`src/design/cprgb_pkg.sv`:
```
package cprgb_pkg;

    localparam logic [1:0] FMT_MONO8  = 2'd0;
    localparam logic [1:0] FMT_MONO16 = 2'd1;
    localparam logic [1:0] FMT_YUV422 = 2'd2;
    localparam logic [1:0] FMT_RGB24  = 2'd3;

    localparam int ACC_W = 25;
    localparam int FRAC_W = 14;

    localparam logic signed [15:0] K_RU = 16'sd15;
    localparam logic signed [15:0] K_RV = 16'sd22965;
    localparam logic signed [15:0] K_GU = 16'sd5631;
    localparam logic signed [15:0] K_GV = 16'sd11701;
    localparam logic signed [15:0] K_BU = 16'sd29035;
    localparam logic signed [15:0] K_BV = 16'sd16;
    localparam logic signed [8:0]  CHROMA_OFS = 9'sd128;

    typedef struct packed {
        logic [7:0] byte0;
        logic [7:0] byte1;
        logic [7:0] byte2;
        logic [7:0] byte3;
        logic       frame_end;
    } t_in_item;

    typedef struct packed {
        logic [7:0] red;
        logic [7:0] green;
        logic [7:0] blue;
        logic       pixel_last;
        logic       frame_end_out;
    } t_out_item;

    typedef struct packed {
        logic       valid;
        logic       is_yuv;
        logic [7:0] y;
        logic [7:0] c0;
        logic [7:0] c1;
        logic [7:0] c2;
        logic       last;
        logic       fend;
    } t_pix;

    typedef struct packed {
        logic                    valid;
        logic                    is_yuv;
        logic signed [ACC_W-1:0] acc_r;
        logic signed [ACC_W-1:0] acc_g;
        logic signed [ACC_W-1:0] acc_b;
        logic [7:0]              c0;
        logic [7:0]              c1;
        logic [7:0]              c2;
        logic                    last;
        logic                    fend;
    } t_acc;

    function automatic logic [7:0] sat_q14(input logic signed [ACC_W-1:0] acc);
        logic [7:0] res;
        if (acc[ACC_W-1]) begin
            res = 8'd0;
        end else if (|acc[ACC_W-2:FRAC_W+8]) begin
            res = 8'hFF;
        end else begin
            res = acc[FRAC_W+7:FRAC_W];
        end
        return res;
    endfunction

endpackage

```
`src/design/cprgb_split.sv`:
```
module cprgb_split
    import cprgb_pkg::*;
(
    input  logic       i_clk,
    input  logic       i_rst_n,
    input  logic       i_start,
    input  t_in_item   i_in,
    input  logic [1:0] i_fmt,
    output logic       o_busy,
    output t_pix       o_pix
);

    logic       r_hold;
    logic [7:0] r_u;
    logic [7:0] r_v;
    logic [7:0] r_y1;
    logic       r_fend;
    logic       r_valid;
    t_pix       r_pix;
    t_pix       n_pix;
    logic       n_hold;
    logic       w_take;

    assign w_take = i_start && !r_hold;

    always_comb begin
        n_pix        = r_pix;
        n_pix.valid  = 1'b0;
        n_hold       = 1'b0;
        if (r_hold) begin
            n_pix.valid  = 1'b1;
            n_pix.is_yuv = 1'b1;
            n_pix.y      = r_y1;
            n_pix.c0     = r_u;
            n_pix.c1     = r_y1;
            n_pix.c2     = r_v;
            n_pix.last   = 1'b1;
            n_pix.fend   = r_fend;
        end else if (w_take) begin
            n_pix.valid = 1'b1;
            n_pix.y     = i_in.byte1;
            n_pix.last  = 1'b1;
            n_pix.fend  = i_in.frame_end;
            case (i_fmt)
                FMT_MONO8, FMT_MONO16: begin
                    n_pix.is_yuv = 1'b0;
                    n_pix.c0     = i_in.byte0;
                    n_pix.c1     = i_in.byte0;
                    n_pix.c2     = i_in.byte0;
                end
                FMT_YUV422: begin
                    n_pix.is_yuv = 1'b1;
                    n_pix.c0     = i_in.byte0;
                    n_pix.c1     = i_in.byte1;
                    n_pix.c2     = i_in.byte2;
                    n_pix.last   = 1'b0;
                    n_pix.fend   = 1'b0;
                    n_hold       = 1'b1;
                end
                default: begin
                    n_pix.is_yuv = 1'b0;
                    n_pix.c0     = i_in.byte0;
                    n_pix.c1     = i_in.byte1;
                    n_pix.c2     = i_in.byte2;
                end
            endcase
        end
    end

    always_ff @(posedge i_clk) begin
        if (!i_rst_n) begin
            r_hold  <= 1'b0;
            r_valid <= 1'b0;
        end else begin
            r_hold  <= n_hold;
            r_valid <= n_pix.valid;
        end
    end

    always_ff @(posedge i_clk) begin
        r_pix <= n_pix;
        if (w_take) begin
            r_u    <= i_in.byte0;
            r_v    <= i_in.byte2;
            r_y1   <= i_in.byte3;
            r_fend <= i_in.frame_end;
        end
    end

    always_comb begin
        o_pix       = r_pix;
        o_pix.valid = r_valid;
    end

    assign o_busy = r_hold;

endmodule

```
`src/design/cprgb_mac.sv`:
```
module cprgb_mac
    import cprgb_pkg::*;
(
    input  logic i_clk,
    input  logic i_rst_n,
    input  t_pix i_pix,
    output t_acc o_acc
);

    logic signed [8:0]       w_u;
    logic signed [8:0]       w_v;
    logic signed [ACC_W-1:0] r_p_ru;
    logic signed [ACC_W-1:0] r_p_rv;
    logic signed [ACC_W-1:0] r_p_gu;
    logic signed [ACC_W-1:0] r_p_gv;
    logic signed [ACC_W-1:0] r_p_bu;
    logic signed [ACC_W-1:0] r_p_bv;
    t_pix                    r_pix;
    logic                    r_pix_valid;
    logic signed [ACC_W-1:0] w_base;
    t_acc                    n_acc;
    t_acc                    r_acc;
    logic                    r_acc_valid;

    assign w_u = $signed({1'b0, i_pix.c0}) - CHROMA_OFS;
    assign w_v = $signed({1'b0, i_pix.c2}) - CHROMA_OFS;

    always_ff @(posedge i_clk) begin
        r_p_ru <= ACC_W'(w_u) * ACC_W'(K_RU);
        r_p_rv <= ACC_W'(w_v) * ACC_W'(K_RV);
        r_p_gu <= ACC_W'(w_u) * ACC_W'(K_GU);
        r_p_gv <= ACC_W'(w_v) * ACC_W'(K_GV);
        r_p_bu <= ACC_W'(w_u) * ACC_W'(K_BU);
        r_p_bv <= ACC_W'(w_v) * ACC_W'(K_BV);
        r_pix  <= i_pix;
    end

    assign w_base = $signed({3'b000, r_pix.y, {FRAC_W{1'b0}}});

    always_comb begin
        n_acc.valid  = r_pix_valid;
        n_acc.is_yuv = r_pix.is_yuv;
        n_acc.acc_r  = w_base - r_p_ru + r_p_rv;
        n_acc.acc_g  = w_base - r_p_gu - r_p_gv;
        n_acc.acc_b  = w_base + r_p_bu + r_p_bv;
        n_acc.c0     = r_pix.c0;
        n_acc.c1     = r_pix.c1;
        n_acc.c2     = r_pix.c2;
        n_acc.last   = r_pix.last;
        n_acc.fend   = r_pix.fend;
    end

    always_ff @(posedge i_clk) begin
        r_acc <= n_acc;
    end

    always_ff @(posedge i_clk) begin
        if (!i_rst_n) begin
            r_pix_valid <= 1'b0;
            r_acc_valid <= 1'b0;
        end else begin
            r_pix_valid <= i_pix.valid;
            r_acc_valid <= r_pix_valid;
        end
    end

    always_comb begin
        o_acc       = r_acc;
        o_acc.valid = r_acc_valid;
    end

endmodule

```
`src/design/cprgb_sat.sv`:
```
module cprgb_sat
    import cprgb_pkg::*;
(
    input  logic      i_clk,
    input  logic      i_rst_n,
    input  t_acc      i_acc,
    output logic      o_valid,
    output t_out_item o_out
);

    t_out_item r_out;
    t_out_item n_out;
    logic      r_valid;

    always_comb begin
        if (i_acc.is_yuv) begin
            n_out.red   = sat_q14(i_acc.acc_r);
            n_out.green = sat_q14(i_acc.acc_g);
            n_out.blue  = sat_q14(i_acc.acc_b);
        end else begin
            n_out.red   = i_acc.c0;
            n_out.green = i_acc.c1;
            n_out.blue  = i_acc.c2;
        end
        n_out.pixel_last    = i_acc.last;
        n_out.frame_end_out = i_acc.fend;
    end

    always_ff @(posedge i_clk) begin
        r_out <= n_out;
    end

    always_ff @(posedge i_clk) begin
        if (!i_rst_n) begin
            r_valid <= 1'b0;
        end else begin
            r_valid <= i_acc.valid;
        end
    end

    assign o_valid = r_valid;
    assign o_out   = r_out;

endmodule

```
`src/design/camera_pixel_to_rgb_converter_core.sv`:
```
// An item's first pixel passes the split output register, the mac product and accumulator
// registers and the saturation register before it is on the result ports.
// Throughput: one pixel per cycle; mono and rgb24 items enter every cycle, a yuv422
// item holds busy high for a single cycle while its second pixel enters the pipeline.
// The receiver cannot stall; the pipeline never holds back.
// Synchronous active-low reset clears the format register to mono8 and empties the pipeline.
module camera_pixel_to_rgb_converter_core
    import cprgb_pkg::*;
(
    input  logic       i_clk,
    input  logic       i_rst_n,
    input  logic       i_start,
    output logic       o_busy,
    input  t_in_item   i_in,
    output logic       o_out_valid,
    output t_out_item  o_out,
    input  logic       i_cfg_valid,
    output logic       o_cfg_ready,
    input  logic [1:0] i_cfg_data
);

    logic [1:0] r_fmt;
    t_pix       w_pix;
    t_acc       w_acc;

    assign o_cfg_ready = !o_busy;

    always_ff @(posedge i_clk) begin
        if (!i_rst_n) begin
            r_fmt <= FMT_MONO8;
        end else if (i_cfg_valid && o_cfg_ready) begin
            r_fmt <= i_cfg_data;
        end
    end

    cprgb_split u_split (
        .i_clk   (i_clk),
        .i_rst_n (i_rst_n),
        .i_start (i_start),
        .i_in    (i_in),
        .i_fmt   (r_fmt),
        .o_busy  (o_busy),
        .o_pix   (w_pix)
    );

    cprgb_mac u_mac (
        .i_clk   (i_clk),
        .i_rst_n (i_rst_n),
        .i_pix   (w_pix),
        .o_acc   (w_acc)
    );

    cprgb_sat u_sat (
        .i_clk   (i_clk),
        .i_rst_n (i_rst_n),
        .i_acc   (w_acc),
        .o_valid (o_out_valid),
        .o_out   (o_out)
    );

endmodule

```
`config.mk`:
```
export PLATFORM = sky130hd
export DESIGN_NAME = camera_pixel_to_rgb_converter_core
export DESIGN_NICKNAME = d
export VERILOG_FILES = /design/src/design/cprgb_pkg.sv /design/src/design/cprgb_split.sv /design/src/design/cprgb_mac.sv /design/src/design/cprgb_sat.sv /design/src/design/camera_pixel_to_rgb_converter_core.sv
export SDC_FILE = /design/constraint.sdc
export NUM_CORES = 1
export LEC_CHECK = 0
export ABC_CLOCK_PERIOD_IN_PS = 6600
export CORE_ASPECT_RATIO = 1.25
export CORE_UTILIZATION = 38
export DETAILED_ROUTE_END_ITERATION = 12
export DONT_BUFFER_PORTS = 1
export GPL_ROUTABILITY_DRIVEN = 0
export PLACE_DENSITY = 0.56
export SETUP_SLACK_MARGIN = 0.15
export SLEW_MARGIN = 20
export SYNTH_ARGS = -nofsm -noshare
export SYNTH_HDL_FRONTEND = slang
export SYNTH_SLANG_ARGS = --single-unit
```
`constraint.sdc`:
```
create_clock -name i_clk -period 6.6 [get_ports i_clk]
set_input_delay 0.33 -clock i_clk [delete_from_list [all_inputs] [get_ports i_clk]]
set_output_delay 0.33 -clock i_clk [all_outputs]
set_load 0.1 [all_outputs]
```
==> metrics.cfg, run 1 <==
[global_route]
grt_max_degree=43
grt_overflow=0
grt_pass1_wl_mm=70.7
grt_usage_pct=17.5
met3_usage_pct=2.12
grt_util_met2_pct=32.8
antenna_found_initial=0
top_usage_layer=met2
grt_pass1_vias=13600
use_met1_pct=20.8

[clock_tree]
clkSlewWorstSetupHoldPaths_ps=60
cts_setup_buffers=0
cts_tree=done
cts_buffer_depth=3
insertion_delay_ps=600
cts-buffers-inserted=31
cts_num_sinks=281
postCtsHoldBufs=37
clockRootBuffer=clkbuf_16
post_cts_resize_count=0
cts.htree.levels=1

[worst_setup_path]
path_class=reg2reg
critPathArrivalTime_ps=5980
critPathMaxFanout=5
critPathLaunchType=register
end_kind=register
critical_path_required_ps=7090

[yosys]
syn-num-nets=2401
ys_seq_elements=281
netlist_instances=1872
yosys_most_used_dff=dfxtp_1
yosys.area.top_type=dfxtp_1
yosys_warnings=0
yosysSeqAreaShare_pct=32.1
async_flop_share_pct=0
synthesis.area_mm2=0.0194
synthTopCellsByArea=dfxtp_1 23%, ha_1 23%, fa_1 15%, edfxtp_1 9.0%, inv_1 6.6%
ys_types=64
synth.avg_cell_area_um2=10.3
synth-edff-count=58
yosys.area.top_type_share_pct=23.1

[power_and_ir_drop]
leakage_nw=10.7
vdd_ir_drop_max_mv=0.308
power_w=0.0110
power.density_mw_per_mm2=511

[timing]
fmax_ghz=0.182
min_period_ps=5490
relSlewSlack_pct=30.2
setup-violations-final=0
finalCritPeriodShare_pct=83.2
timing.hold.ws_ps=33.0
setup_tns_ps=0
clock-skew-final_ps=36.9
drv_slew=0
rsz0062_at_grt=false
hold_violations=0
worst_slew_pin_slew_ps=1050

[placement]
dpl-instance-area_mm2=0.0202
port_buffers=0
dp_hpwl_mm=36.2

[detailed_routing]
wl_per_cell_um=16.8
vias_per_cell=4.83
drt_iter0_drc=482
vias=12600
drc=0
dr.pass1.iters=5
drt_wl_total_mm=43.9
detail-route-antenna-nets=0

[final_layout]
antenna_cells=0
final_cell_area_mm2=0.0215
drive_above_1_share_pct=5.27
fin_util_pct=42.7
fillers=4871
layout.nets=2458
syn_to_final_growth_pct=11.3
final_cell_mix=349 x ha_1, 342 x inv_1, 222 x dfxtp_1
layout_commonest_cell=ha_1

[die]
start_util_pct=38.4
die_x_um=204
rows=92
dieArea_mm2=0.0519
die_h_um=254
core-area_mm2=0.0504
io_pins=68

[min_path]
hold_class=in2reg

[flow_run]
drv_cap=0

[run_status]
status=complete, no violations

[worst max-delay path, cell delays in order, from the launching register on]
cell and delay, ps:
edfxtp_1 480, ha_1 380, fa_1 570, fa_1 540, fa_1 500, inv_1 50, fa_1 470, inv_1 40
ha_1 300, nor2b_1 140, o21ai_0 400, a21boi_0 200, o21ai_0 250, a21oi_1 180, o31ai_1 530, o21ai_0 210
xnor2_1 150
[state kept, by name, summed over array words and instances, names as in the netlist]
| signal | cells |
|---|---|
| u_mac.o_acc | 60 |
| u_split.o_pix | 35 |
| u_sat.o_out | 26 |
| u_mac.r_p_rv | 25 |
| u_mac.n_acc | 24 |
| u_mac.r_p_bu | 21 |
| u_mac.r_p_gu | 21 |
| u_mac.r_p_gv | 14 |
| u_mac.r_p_ru | 14 |
| u_mac.r_pix | 8 |
| u_split.r_u | 8 |
| u_split.r_v | 8 |
| u_split.r_y1 | 8 |
| r_fmt | 2 |
| u_mac.r_acc_valid | 1 |
| u_mac.r_p_bv | 1 |
| u_mac.r_pix_valid | 1 |
| u_sat.o_valid | 1 |
| u_split.o_busy | 1 |
| u_split.r_fend | 1 |
| u_split.r_valid | 1 |
[where the power goes]
| part | leakage [nW] | internal [W] | switching (W) |
|---|---|---|---|
| Combinational | 7.78 | 0.00287 | 0.00361 |
| Sequential | 2.46 | 0.00233 | 0.000495 |
| Clock | 0.505 | 0.000988 | 0.000720 |
| Total | 10.7 | 0.00618 | 0.00482 |
[layout make-up]
class | count | area [um^2] | area share (%)
Clock buffer | 46 | 943 | 4.38
Clock inverter | 12 | 76.3 | 0.354
Inverter | 344 | 1290 | 5.99
Multi-Input combinational cell | 1226 | 11800 | 54.7
Sequential cell | 281 | 6210 | 28.8
Tap cell | 658 | 823 | 3.82
Timing Repair Buffer | 45 | 430 | 2.00
[synth_stat cells (3+ instances only)]
library cell    n
a31oi_1        12
o41ai_1         4
inv_1         342
clkbuf_1       18
a22o_1         10
nand4_1        10
mux2_2         24
edfxtp_1       58
fa_1          141
o311ai_0        3
a211oi_1        6
o21bai_1       12
a211o_1         3
nor3_1         15
nand2b_1       12
ha_1          349
and3_1          6
o211ai_1        4
o31ai_1         7
a21oi_1        95
mux2i_1         4
o21ai_0        56
a21o_1         41
a21boi_0        5
dfxtp_1       223
or2_2          11
a31o_2          3
and2_1         10
nor2b_1        26
o21a_1         21
xor2_1         30
nand3_1        11
nand2_1        73
buf_2           3
xnor2_1        75
nor2_1        111
[cells by family after synthesis]
group | count (synthesis) | share of synthesized area (%)
compound gates | 307 | 10.3
xor+xnor | 105 | 4.75
fa+ha+maj | 490 | 37.1
buf+inv | 365 | 7.10
flops | 281 | 32.1
mux | 28 | 1.60
other cells | 1 | 0.0194
simple gates | 295 | 7.06
[worst paths after layout]
check,slack [ps],endpoint,from,cells after the start
min,30,u_split.o_pix[18],i_in[25],1
max reg2reg,1110,u_mac.r_p_rv[22],u_split.o_pix[3],16
max,1110,u_mac.r_p_rv[22],u_split.o_pix[3],16
min reg2reg,320,u_mac.o_acc[10],u_mac.n_acc[10],0
[stage by stage]
stage / setup WS (ps) / instances
6_report: 1110 / 2612
5_1_grt: 782 / 2612
4_1_cts: 1140 / 2612
3_5_place_dp: 1170 / 2517
3_3_place_gp: 1250 / 2517
2_1_floorplan: 1690 / 1872
[routing by layer]
| layer | routed length, um | vias up |
|---|---|---|
| li1 | - | 6307 |
| met1 | 18800 | 6010 |
| met2 | 22400 | 210 |
| met3 | 1490 | 76 |
| met4 | 1190 | 0 |
| met5 | 0 | - |
Power figures use the tool's default switching activity.
==> run 2, diff against run 1 <==
Settings changed: ABC_CLOCK_PERIOD_IN_PS 6600 to 4900, PLACE_DENSITY 0.56 to 0.58.
Clock period 6.6 ns to 4.9 ns, I/O delays scaled along.
==> metrics.cfg, run 2 (synthesized netlist as in run 1, its figures left out) <==
[final_layout]
final_cell_mix=334 x inv_1, 333 x ha_1, 222 x dfxtp_1
layout.nets=2530
layout_commonest_cell=inv_1
antenna_cells=0
drive_above_1_share_pct=11.8
fin_util_pct=44.6
syn_to_final_growth_pct=16.3
final_cell_area_mm2=0.0225
largest_reg_flops=60

[die]
rows=92
die_h_um=254
die_x_um=204
core-area_mm2=0.0504
dieArea_mm2=0.0519
io_pins=68
start_util_pct=38.4

[placement]
dp_hpwl_mm=36.1
pre_cts_ws_ps=-83.0
port_buffers=0
dpl-instance-area_mm2=0.0206

[timing]
clock-skew-final_ps=16.6
worst_slew_pin_slew_ps=979
finalCritPeriodShare_pct=97.1
drv_slew=0
fin_ws_ps=144
rsz0062_at_grt=true
min_period_ps=4760
relSlewSlack_pct=34.7
fmax_ghz=0.210
hold_violations=0
setup-violations-final=0

[clock_tree]
cts_buffer_depth=3
clkSlewWorstSetupHoldPaths_ps=70
clockRootBuffer=clkbuf_16
cts_tree=done
cts_num_sinks=281
cts-buffers-inserted=31
insertion_delay_ps=600
cts.htree.levels=1

[global_route]
grt_overflow=0
grt_pass1_wl_mm=69.5
grt_max_degree=43
antenna_found_initial=1
grt_pass1_vias=13900
grt_usage_pct=17.2

[worst_setup_path]
cp_slowest_cell=fa_1
end_kind=register
critical_path_required_ps=5430
critPathMaxFanout=4
cp_common_cell=fa_1
worstPathCellList=ha_2, fa_1, fa_1, fa_1, inv_1, fa_1, inv_2, ha_4, a21o_1, a311o_2, o311ai_4, o22ai_2, a211o_2, a21oi_2, xnor2_1
path_class=reg2reg
worst_path_largest_cell_delay_ps=530
critPathLaunchType=register
critPathArrivalTime_ps=5290

[min_path]
hold_class=in2reg

[flow_run]
drv_cap=0

[power_and_ir_drop]
power.density_mw_per_mm2=690
pwr-share-seq_pct=24.5
leakage_nw=11.1
swShare_pct=43.1
power_w=0.0155
vdd_ir_drop_max_mv=0.478
clockPowerShare_pct=16.2
p_sw_w=0.00669
combPwrFrac_pct=59.4
intPower_w=0.00884

[detailed_routing]
vias=13000
wl_per_cell_um=16.3
detail-route-antenna-nets=0
drc=0
drt_iter0_drc=447
dr.pass1.iters=4
drt_wl_total_mm=43.9
vias_per_cell=4.83

[run_status]
status=complete, no violations

run 2: cell types whose count changed in the layout (fill, tap and decap cells not counted), sizes merged:
| cell | before | now |
|---|---|---|
| clkinv | 11 | 10 |
| buf | 8 | 80 |
| clkinvlp | 1 | 6 |
| bufinv | 0 | 5 |
| inv | 344 | 343 |
| clkbuf | 46 | 38 |
run 2: worst paths after layout:
| kind | endpoint | cells after the start | startpoint | slack, ps |
|---|---|---|---|---|
| hold / removal | r_fmt[1] | 3 | i_cfg_valid | 50 |
| setup / recovery | u_mac.r_p_gv[23] | 15 | u_split.o_pix[2] | 140 |
| setup reg to reg | u_mac.r_p_gv[23] | 15 | u_split.o_pix[2] | 140 |
| hold reg to reg | u_mac.o_acc[24] | 0 | u_mac.n_acc[24] | 320 |
run 2: area by class of cell:
type | count | area, um^2
clock buffers | 38 | 853
clock inverters | 20 | 270
fillers | 4769 | 27900
inverters | 344 | 1300
multi-input cells | 1226 | 12100
flip-flops and latches | 281 | 6210
well taps | 658 | 823
repair buffers | 117 | 986
run 2: power by group through the flow:
stage	sequential [W]	clock [W]	combinational [W]
after floorplan	0.00370	0	0.00682
after global placement	0.00385	0	0.00862
after detailed placement	0.00386	0	0.00881
after CTS	0.00381	0.00258	0.00905
after global routing	0.00387	0.00267	0.0105
final	0.00380	0.00251	0.00922
run 2: worst max-delay path, delay by kind of cell, from the launching register on:
kind	cells	cell delay (ps)
buffers and inverters	2	100
xor gates and xnor gates	1	120
AOI/OAI and AO/OA	6	1520
DFF	1	470
adders and majority gates	6	2480
run 2: stage by stage:
stage               instances  hold slack (ps)  TNS, ps
floorplan                1872              310        0
global placement         2573              310    -93.0
detailed placement       2573              312     -267
CTS                      2673             5.41        0
global route             2684             66.2        0
finish                   2684             47.1        0
run 2: metal layers:
layer  part of all wire, %  up-vias  global-route usage [%]
li1                      -     6456                       -
met1                    42     6187                    19.9
met2                    50      226                    31.1
met3                   3.3      104                    2.47
met4                   4.5        2                    7.71
met5                 0.030        -                       0
run 2: repair_timing:
item                                   4_1_cts  5_1_grt
hold buffers                                37        0
gates resized for setup                     22       47
buffers inserted                             5       11
setup endpoints to repair                   17       31
pin swaps                                   13       22
endpoints found under the hold margin       61        0
